==> config.mk <==
export PLATFORM = sky130hd
export DESIGN_NAME = debounced_input_card
export DESIGN_NICKNAME = d
export VERILOG_FILES = /design/src/hdl/dic_pkg.sv /design/src/hdl/dic_lane.sv /design/src/hdl/dic_merge.sv /design/src/hdl/dic_out.sv /design/src/hdl/debounced_input_card.sv
export VERILOG_INCLUDE_DIRS = /design/src /design/src/hdl
export SDC_FILE = /design/constraint.sdc
export NUM_CORES = 1
export LEC_CHECK = 0
export ABC_AREA = 0
export ABC_CLOCK_PERIOD_IN_PS = 5400
export BUFFER_PORTS_ARGS = -buffer_cell sky130_fd_sc_hd__buf_2
export CAP_MARGIN = 5
export CORE_ASPECT_RATIO = 1.2
export CORE_MARGIN = 2
export CORE_UTILIZATION = 40
export CTS_BUF_LIST = sky130_fd_sc_hd__clkbuf_8
export CTS_CLUSTER_SIZE = 40
export DETAILED_ROUTE_END_ITERATION = 10
export SETUP_SLACK_MARGIN = 0.4
export SLEW_MARGIN = 20
export SYNTH_ARGS = -nofsm -noshare
export SYNTH_HDL_FRONTEND = slang
export SYNTH_HIERARCHICAL = 1
export SYNTH_SLANG_ARGS = --single-unit
==> constraint.sdc <==
create_clock -name clk -period 5.4 [get_ports clk]
set_clock_uncertainty 0.2 [all_clocks]
set_input_delay 1.08 -clock clk [delete_from_list [all_inputs] [get_ports clk]]
set_output_delay 1.08 -clock clk [all_outputs]
set_load 0.02 [all_outputs]
==> src/hdl/debounced_input_card_macros.svh <==
// ----------------------------------------------------------------------------
// debounced_input_card_macros.svh
// Assertion macros shared by the input card RTL. Empty when SYNTH is set.
// ----------------------------------------------------------------------------
`ifndef DEBOUNCED_INPUT_CARD_MACROS_SVH
`define DEBOUNCED_INPUT_CARD_MACROS_SVH
`ifndef SYNTH
// property holds in the same cycle
`define DIC_ASSERT(label, clk, rst_n, prop, msg) \
    label: assert property (@(posedge clk) disable iff (!rst_n) (prop)) else $error(msg);
// consequent holds in the cycle after the antecedent
`define DIC_ASSERT_NEXT(label, clk, rst_n, ante, cons, msg) \
    label: assert property (@(posedge clk) disable iff (!rst_n) (ante) |=> (cons)) \
        else $error(msg);
`else
`define DIC_ASSERT(label, clk, rst_n, prop, msg)
`define DIC_ASSERT_NEXT(label, clk, rst_n, ante, cons, msg)
`endif
`endif

==> src/hdl/dic_pkg.sv <==
// ----------------------------------------------------------------------------
// dic_pkg
// Shared constants, types and LED tables of the debounced input card.
// ----------------------------------------------------------------------------
package dic_pkg;

    localparam int CHANNELS = 6;
    localparam int POS_W    = 3;
    localparam int CH_IDX_W = 3;

    localparam logic [7:0] CENTRE        = 8'd128;
    localparam logic [6:0] LIMIT_DEFAULT = 7'd25;

    typedef enum logic [1:0] {
        OP_TICK     = 2'd0,
        OP_READ_ONE = 2'd1,
        OP_READ_ALL = 2'd2
    } op_t;

    typedef struct packed {
        logic [2:0] enable;
        logic [2:0] level;
    } led_t;

    typedef struct packed {
        logic       is_response;
        logic [5:0] read_value;
        led_t       led;
    } res_t;

    localparam logic [2:0] LED_EN_TAB [0:5] = '{3'h3, 3'h3, 3'h6, 3'h6, 3'h5, 3'h5};
    localparam logic [2:0] LED_LV_TAB [0:5] = '{3'h1, 3'h2, 3'h2, 3'h4, 3'h1, 3'h4};

endpackage

==> src/hdl/dic_lane.sv <==
// ----------------------------------------------------------------------------
// dic_lane
// One channel: saturating integrator with hysteresis and closed state.
// ----------------------------------------------------------------------------
`include "debounced_input_card_macros.svh"

module dic_lane
(
    input  logic       clk,
    input  logic       rst_n,
    input  logic       tick,
    input  logic       raw_level,
    input  logic [6:0] limit,
    output logic       closed,
    output logic       closed_next
);

    logic [7:0] integ_reg;
    logic [7:0] integ_next;
    logic       closed_reg;
    logic [7:0] hi;
    logic [7:0] lo;

    assign hi = dic_pkg::CENTRE + {1'b0, limit};
    assign lo = dic_pkg::CENTRE - {1'b0, limit};

    always_comb
    begin
        integ_next  = integ_reg;
        closed_next = closed_reg;
        if (tick)
        begin
            if (!raw_level)
            begin
                if (integ_reg >= hi)
                begin
                    integ_next  = hi;
                    closed_next = 1'b1;
                end
                else
                begin
                    integ_next = integ_reg + 8'd1;
                end
            end
            else
            begin
                if (integ_reg <= lo)
                begin
                    integ_next  = lo;
                    closed_next = 1'b0;
                end
                else
                begin
                    integ_next = integ_reg - 8'd1;
                end
            end
        end
    end

    always_ff @(posedge clk or negedge rst_n)
    begin
        if (!rst_n)
        begin
            integ_reg  <= dic_pkg::CENTRE;
            closed_reg <= 1'b0;
        end
        else
        begin
            integ_reg  <= integ_next;
            closed_reg <= closed_next;
        end
    end

    assign closed = closed_reg;

    `DIC_ASSERT(a_integ_nonzero, clk, rst_n, integ_reg != 8'd0, "integrator reached zero")
    `DIC_ASSERT_NEXT(a_integ_hold, clk, rst_n, !tick, $stable(integ_reg), "integrator moved")
    `DIC_ASSERT_NEXT(a_closed_hold, clk, rst_n, !tick, $stable(closed_reg), "state moved")

endmodule

==> src/hdl/dic_merge.sv <==
// ----------------------------------------------------------------------------
// dic_merge
// Combines lane states: LED round-robin, read mux, result assembly.
// ----------------------------------------------------------------------------
`include "debounced_input_card_macros.svh"

module dic_merge
(
    input  logic                          clk,
    input  logic                          rst_n,
    input  logic                          accept,
    input  logic [1:0]                    op,
    input  logic [7:0]                    channel,
    input  logic [dic_pkg::CHANNELS-1:0]  closed_vec,
    input  logic [dic_pkg::CHANNELS-1:0]  closed_next_vec,
    output dic_pkg::res_t                 res
);

    logic [dic_pkg::POS_W-1:0] pos_reg;
    logic [dic_pkg::POS_W-1:0] pos_next;
    dic_pkg::led_t             led_reg;
    dic_pkg::led_t             led_next;
    logic [7:0]                closed_pad;
    logic [7:0]                closed_next_pad;
    logic                      tick;

    assign closed_pad      = 8'(closed_vec);
    assign closed_next_pad = 8'(closed_next_vec);
    assign tick            = accept && (op == dic_pkg::OP_TICK);

    always_comb
    begin
        pos_next = pos_reg;
        led_next = led_reg;
        if (tick)
        begin
            if (closed_next_pad[pos_reg])
            begin
                led_next.enable = dic_pkg::LED_EN_TAB[pos_reg];
                led_next.level  = dic_pkg::LED_LV_TAB[pos_reg];
            end
            else
            begin
                led_next = '0;
            end
            if (pos_reg == dic_pkg::POS_W'(dic_pkg::CHANNELS - 1))
                pos_next = '0;
            else
                pos_next = pos_reg + dic_pkg::POS_W'(1);
        end
    end

    always_comb
    begin
        res.is_response = 1'b0;
        res.read_value  = '0;
        res.led         = led_next;
        unique case (op)
            dic_pkg::OP_TICK:
            begin
                res.is_response = 1'b0;
            end
            dic_pkg::OP_READ_ONE:
            begin
                res.is_response = 1'b1;
                if (channel < 8'(dic_pkg::CHANNELS))
                    res.read_value = 6'(closed_pad[channel[dic_pkg::CH_IDX_W-1:0]]);
            end
            dic_pkg::OP_READ_ALL:
            begin
                res.is_response = 1'b1;
                res.read_value  = 6'(closed_vec);
            end
            default:
            begin
                res.is_response = 1'b0;
            end
        endcase
    end

    always_ff @(posedge clk or negedge rst_n)
    begin
        if (!rst_n)
        begin
            pos_reg <= '0;
            led_reg <= '0;
        end
        else
        begin
            pos_reg <= pos_next;
            led_reg <= led_next;
        end
    end

    `DIC_ASSERT(a_pos_range, clk, rst_n, pos_reg < dic_pkg::POS_W'(dic_pkg::CHANNELS), "bad LED position")
    `DIC_ASSERT(a_led_off_or_driven, clk, rst_n, (led_reg == '0) || (led_reg.enable != 3'd0), "level without drive")
    `DIC_ASSERT_NEXT(a_led_hold, clk, rst_n, !tick, $stable(led_reg) && $stable(pos_reg), "LED moved without tick")

endmodule

==> src/hdl/dic_out.sv <==
// ----------------------------------------------------------------------------
// dic_out
// Output register with one skid entry so input acceptance does not wait
// on the downstream stall.
// ----------------------------------------------------------------------------
`include "debounced_input_card_macros.svh"

module dic_out
(
    input  logic          clk,
    input  logic          rst_n,
    input  logic          push,
    input  dic_pkg::res_t push_data,
    output logic          full,
    output logic          out_valid,
    input  logic          out_stall,
    output dic_pkg::res_t out_data
);

    logic          out_valid_reg;
    logic          skid_valid_reg;
    dic_pkg::res_t out_data_reg;
    dic_pkg::res_t skid_data_reg;
    logic          out_free;

    assign out_free = !out_valid_reg || !out_stall;

    always_ff @(posedge clk or negedge rst_n)
    begin
        if (!rst_n)
        begin
            out_valid_reg  <= 1'b0;
            skid_valid_reg <= 1'b0;
        end
        else if (out_free)
        begin
            out_valid_reg  <= skid_valid_reg || push;
            skid_valid_reg <= 1'b0;
        end
        else if (push)
        begin
            skid_valid_reg <= 1'b1;
        end
    end

    always_ff @(posedge clk)
    begin
        if (out_free)
            out_data_reg <= skid_valid_reg ? skid_data_reg : push_data;
        else if (push)
            skid_data_reg <= push_data;
    end

    assign full      = skid_valid_reg;
    assign out_valid = out_valid_reg;
    assign out_data  = out_data_reg;

    `DIC_ASSERT(a_no_push_full, clk, rst_n, !(push && skid_valid_reg), "transaction into full skid")
    `DIC_ASSERT(a_skid_behind_out, clk, rst_n, !skid_valid_reg || out_valid_reg, "skid without output")
    `DIC_ASSERT_NEXT(a_skid_catch, clk, rst_n, push && out_valid_reg && out_stall, skid_valid_reg, "transaction lost")

endmodule

==> src/hdl/debounced_input_card.sv <==
// ----------------------------------------------------------------------------
// debounced_input_card
// Six-channel digital input card with integrating debounce and a
// charlieplexed status LED. One transaction per clock unless in_stall is
// high; all six channel integrators update side by side. A result goes to
// the output register, or to the one-entry skid stage while the output is
// stalled, so the input stalls only when two results are held. The user
// must write debounce_limit through its own valid/ready port (always
// ready) only while the card is idle; the card does not enforce this.
// ----------------------------------------------------------------------------
module debounced_input_card
(
    input  logic       clk,
    input  logic       rst_n,
    input  logic       in_valid,
    output logic       in_stall,
    input  logic [1:0] op,
    input  logic [5:0] raw_levels,
    input  logic [7:0] channel,
    output logic       out_valid,
    input  logic       out_stall,
    output logic       is_response,
    output logic [5:0] read_value,
    output logic [2:0] led_enable,
    output logic [2:0] led_level,
    input  logic       cfg_valid,
    output logic       cfg_ready,
    input  logic [6:0] debounce_limit
);

    logic [6:0]                         limit_reg;
    logic                               accept;
    logic                               tick;
    logic [dic_pkg::CHANNELS-1:0]       closed_vec;
    logic [dic_pkg::CHANNELS-1:0]       closed_next_vec;
    dic_pkg::res_t                      res;
    dic_pkg::res_t                      out_data;
    logic                               full;

    assign cfg_ready = 1'b1;

    always_ff @(posedge clk or negedge rst_n)
    begin
        if (!rst_n)
            limit_reg <= dic_pkg::LIMIT_DEFAULT;
        else if (cfg_valid && cfg_ready)
            limit_reg <= debounce_limit;
    end

    assign in_stall = full;
    assign accept   = in_valid && !full;
    assign tick     = accept && (op == dic_pkg::OP_TICK);

    for (genvar n = 0; n < dic_pkg::CHANNELS; n++)
    begin : g_lane
        dic_lane u_lane
        (
            .clk         (clk),
            .rst_n       (rst_n),
            .tick        (tick),
            .raw_level   (raw_levels[n]),
            .limit       (limit_reg),
            .closed      (closed_vec[n]),
            .closed_next (closed_next_vec[n])
        );
    end

    dic_merge u_merge
    (
        .clk             (clk),
        .rst_n           (rst_n),
        .accept          (accept),
        .op              (op),
        .channel         (channel),
        .closed_vec      (closed_vec),
        .closed_next_vec (closed_next_vec),
        .res             (res)
    );

    dic_out u_out
    (
        .clk       (clk),
        .rst_n     (rst_n),
        .push      (accept),
        .push_data (res),
        .full      (full),
        .out_valid (out_valid),
        .out_stall (out_stall),
        .out_data  (out_data)
    );

    assign is_response = out_data.is_response;
    assign read_value  = out_data.read_value;
    assign led_enable  = out_data.led.enable;
    assign led_level   = out_data.led.level;

endmodule

Yosys cells after proc, flatten, opt, wreduce, memory -nomap -nowiden:

Memories as Yosys holds them, arrays and structs flattened.
Cells that the tools add are included.

* bits in read-only memories: 48
* bits of input ports: 28
* output and inout bits: 16
* word-level logic and storage cells: 134
* register bits: 98
* memories: 2

* bitwise operators: 2
* equal/unequal tests: 3
* reduce and logical (&&, ||, !) cells: 11
* $add $sub $neg: 15
* mux-type cells: 59
* magnitude comparators: 16

Memories
* (no name shown): words 8, width 3, read ports 1, clocked after memory_dff 0, wr ports 0, RTL line dic_merge.sv:39 `led_next.enable = dic_pkg::LED_EN_TAB[pos_reg];`
* (no name shown): words 8, width 3, read ports 1, clocked after memory_dff 0, wr ports 0, RTL line dic_merge.sv:40 `led_next.level = dic_pkg::LED_LV_TAB[pos_reg];`

Operators with widths (count)
* 8-bit 2-to-1 mux: 18
* 8-bit by 1-bit adder with 8-bit output (second input constant): 6
* 8-bit greater-or-equal comparator: 6
* 8-bit <= comparator: 6
* 8-bit by 1-bit subtractor with 8-bit output (second input constant): 6
* 1-bit 2-to-1 mux: 30
* 3-bit 2-to-1 mux: 5
* 13-bit 2-to-1 mux: 1
* 6-bit 2-to-1 mux: 2
* 6-bit one-hot mux with 2 select lines: 1
* 8-bit by 7-bit adder with 8-bit output (first input constant): 1
* 3-bit by 4-bit < comparator with 1-bit output (second input constant): 2
* 8-bit by 3-bit < comparator with 1-bit output (second input constant): 1
* 8-bit by 7-bit subtractor with 8-bit output (first input constant): 1
* 1-bit binary-select mux with 3-bit select: 2
* 4-bit greater-or-equal comparator (second input constant): 1
* 3-bit inverter with 4-bit output: 1
* 3-bit by 1-bit adder with 3-bit output (second input constant): 1
* 3-bit equality test (second input constant): 1
* 1-bit zero test: 3
* 2-bit by 1-bit equality test with 1-bit output (second input constant): 1
* 2-bit equality test (second input constant): 1
* 1-bit logical AND: 2
* 2-bit zero test: 1
* other kinds (5): 6

Logic depth before layout (Yosys ltp):

* depth in word-level cells: 10
* depth in mapped cells: 16

Modules after synthesis:

The synthesis kept the hierarchy.

By module, submodules not included
* dic_lane at g_lane[1].u_lane ...: instances 4, cells an instance 151, sequential area each 226.5 um2, area each 1248.7 um2
* dic_lane at g_lane[0].u_lane ...: instances 2, cells an instance 159, sequential area each 226.5 um2, area each 1277.5 um2
* dic_out: instances 1, cells an instance 47, sequential area each 830.8 um2, area each 1068.5 um2
* dic_merge: instances 1, cells an instance 72, sequential area each 225.2 um2, area each 655.6 um2
* debounced_input_card: instances 1, cells an instance 19, sequential area each 178.9 um2, area each 321.6 um2

Worst setup path after synthesis:

Ideal clock, no wire load.

* path type: in2reg
* start: input op[1]
* end: register u_out.out_data_reg, in the netlist u_out/out_data[2] (data pin)
* stages: 8
* required time: 4.940 ns
* buffers on the path: 0
* slack: 0.468 ns
* data arrival time: 4.472 ns
* cells stage by stage: nor4b_1 clkinv_1 o21ai_0 o21ai_0 mux2_4 a222oi_1 o31ai_1 mux2_4

RTL lines
* start, declared: RTL line debounced_input_card.sv:17 `input logic [1:0] op,`
* end signal, assigned: RTL line dic_out.sv:49 `out_data_reg <= skid_valid_reg ? skid_data_reg : push_data;`
* end, declared: RTL line dic_out.sv:22 `dic_pkg::res_t out_data_reg;`

==> flow_metrics.py <==
metrics = {
    "status": {
        "outcome": "completed",
    },
    "global_route": {
        "groute.usage.overall_pct": 20.1,
        "wire_length_of_the_first_global_routing_pass_um": 41800,
        "grt_overflow": 0,
        "grt_pass1_vias": 8088,
        "number_of_antenna_violations_at_the_first_check_in_global_routing": 0,
        "grt_start_max_net_pins": 57,
    },
    "synth": {
        "synth_top_flop_cell": "dfrtp_1",
        "netlist_area_um2": 9600,
        "post_synth_inst_count": 1060,
        "synth-async-reset-ratio_pct": 73.5,
        "netlist_cell_types": 73,
        "synth.yosys.seq_area_share_pct": 27.0,
        "number_of_enable_type_register_cells_in_the_synthesized_netlist": 26,
        "yosys.cell_count.top_type": "ha_1",
        "syn_nets": 1196,
        "post-synth-top-area-fraction_pct": 16.4,
        "post_synth_main_area_contributors": "dfrtp_1 (16%), ha_1 (14%), edfxtp_1 (8.1%), mux2i_1 (5.8%), inv_1 (3.6%)",
        "post_synth_most_frequent_cells": "ha_1 (108), inv_1 (92), nor2_1 (68)",
        "synth-warning-count": 6,
        "synthDominantAreaCellType": "dfrtp_1",
        "synthesis.area_per_instance_um2": 9.05,
        "ys_seq_elements": 98,
    },
    "placed_design": {
        "post-dp-hpwl_um": 18700,
        "post_dp_cell_area_um2": 10100,
        "place.port_buffers": 42,
        "globalplace.congestion": 0.901,
    },
    "setup_path": {
        "slowest_cell_delay_on_critical_path_ns": 0.93,
        "critical_path.max_fanout": 21,
        "crit_path_top_delay_cell": "dfstp_2",
        "critical_path.top_delay_family": "compound AO/OA/AOI/OAI gates",
        "worstSetupPathType": "flip-flop to flip-flop",
        "timing.critical_path.buf_inv": 1,
        "cp-startpoint": "limit_reg[3]",
        "rr_startpoint": "limit_reg[3]",
        "critical_path.cell_chain": "or3_1 -> nor3_1 -> xnor2_1 -> ha_1 -> a211oi_1 -> nor2_1 -> and4bb_1 -> or2_1 -> buf_4 -> nand2_1 -> a22o_1 -> mux2_2 -> a222oi_1 -> o31ai_1 -> mux2_4",
        "crit_path_start_kind": "flip-flop",
        "critical_path.endpoint_type": "flip-flop",
        "critPathArrivalTime_ns": 4.64,
        "timing.critical_path.required_ns": 5.34,
    },
    "die": {
        "count_of_standard_cell_rows": 62,
        "top_level_ports": 44,
        "dieWidth_um": 145,
        "floorplan.die_area_um2": 25200,
        "die_height_um": 174,
        "core_area_um2": 23700,
        "initial_utilization_pct": 40.4,
    },
    "cells_and_area": {
        "fin_nets": 1230,
        "largest_register_ffs": 48,
        "area_growth_pct": 7.15,
        "n_antenna_cell": 0,
        "final_layout_size_suffix_gt1_share_pct": 14.7,
        "fill_cells": 2343,
        "layout.cell_area.non_filler_um2": 10300,
    },
    "clock_tree": {
        "cts_htree_levels": 3,
        "hold_buffers": 0,
        "cts_root_buffer": "clkbuf_8",
        "clk_pin_slew_worst_paths_ns": 0.11,
        "clk_path_buf_depth": 2,
        "cts_tree": "done",
        "cts-buffers-inserted": 9,
        "clkLatencyLatePin_ns": 0.39,
        "cts_num_sinks": 98,
    },
    "worst_hold_path": {
        "min-delay-path-class": "flip-flop to flip-flop",
        "hold_start": "u_merge/led_reg[0]",
    },
    "power_and_ir_drop": {
        "power_leakage_nw": 4.50,
        "ir_worst_vdd_mv": 0.205,
        "power.density_cell_area_nw_per_um2": 447,
        "design_power_total_mw": 4.59,
    },
    "timing": {
        "worstMarginPinSlew_ns": 1.11,
        "fin_tns_setup_ns": 0,
        "rsz_0062_raised_after_global_routing": "no",
        "setup_viol": 0,
        "slew_headroom_pct": 26.1,
        "final_min_period_over_clock_period_pct": 87.1,
        "period_needed_ns": 4.71,
        "final-max-slew-violation-count": 0,
        "max_freq_mhz": 213,
        "hold-worst-slack_ns": 0.317,
        "hold_violations": 0,
    },
    "drt": {
        "initialDrtViolationCount": 638,
        "drc": 0,
        "vias_per_cell": 5.88,
        "first_pass_iters": 5,
        "residual_antenna_violating_net_count_after_detailed_routing": 0,
        "vias": 8342,
        "wl_per_cell_um": 17.9,
        "routed_wl_um": 25400,
    },
    "job": {
        "max_cap_violations": 0,
    },
}
## worst reg2reg max path, cell delays in order, from the launching register on
cell and delay [ns]:
dfstp_2 0.93, or3_1 0.22, nor3_1 0.06, xnor2_1 0.26, ha_1 0.29, a211oi_1 0.24, nor2_1 0.09, and4bb_1 0.32
or2_1 0.11, buf_4 0.20, nand2_1 0.07, a22o_1 0.24, mux2_2 0.30, a222oi_1 0.46, o31ai_1 0.18, mux2_4 0.28
## repair_timing
action                     in CTS  in global routing
setup endpoints to repair       0                  2
resized for setup               0                  2
buffers inserted                0                  0
## kinds of logic after synthesis
family	Yosys count	share of synthesized area [%]
other	1	0.0391
adders and majority gates	108	14.1
muxes	83	9.64
DFF	98	27.0
buffers and inverters	127	6.04
and+or+nand+nor	351	20.5
xor gates and xnor gates	38	3.47
AOI/OAI and AO/OA	254	19.2
## through the flow
stage | std cells | utilization [%] | worst slack [ns]
6_report | 1419 | 43.3 | 0.695
5_1_grt | 1419 | 43.3 | 0.443
4_1_cts | 1419 | 43.3 | 0.641
3_5_place_dp | 1403 | 42.6 | 0.676
3_3_place_gp | 1403 | 42.6 | 0.769
2_1_floorplan | 1060 | - | 0.468
## layout by cell type, fill, tap and decap left out, types with 25 or more instances in the layout
cell	count
a21oi_1	26
ha_1	108
nand3_1	31
xnor2_1	30
inv_1	93
o21ai_0	49
mux2i_1	56
nor3_1	27
nand2_1	59
dfrtp_1	62
nor2_1	68
buf_2	41
nor2b_1	25
edfxtp_1	26
## path summary, 6_finish.rpt
path	to	slack (ns)	cells after the start
min in group asynchronous	g_lane[1].u_lane/integ_reg[3]	0.41	1
max in group asynchronous	g_lane[0].u_lane/integ_reg[4]	3.60	2
worst max register to register	u_out/out_data[2]	0.69	15
worst min register to register	u_merge/led_reg[0]	0.32	2
worst max-delay path	u_out/out_data[2]	0.69	15
worst min-delay path	u_merge/led_reg[0]	0.32	2
## final cells by class
type | instances | area [um^2] | share of cell area [%]
tap | 320 | 400 | 3.89
clock buffer | 9 | 124 | 1.20
sequential | 98 | 2600 | 25.3
inverter | 94 | 353 | 3.43
timing repair buffer | 56 | 330 | 3.21
clock inverter | 7 | 46.3 | 0.450
multi-input combinational | 835 | 6430 | 62.5
## per-layer routing
layer,GRT usage [%],vias up,part of all wire (%),routed length [um]
met4,7.72,0,2.9,732
li1,-,4044,-,-
met3,2.58,53,3.1,795
met2,33.7,199,48,12100
met5,0,-,0,0
met1,26.5,4046,46,11700
## power breakdown
part,internal (mW),total (mW),switching (mW)
sequential,1.03,1.49,0.468
clock,0.167,0.449,0.282
combinational,1.21,2.65,1.44
Power figures use the tool's default switching activity.
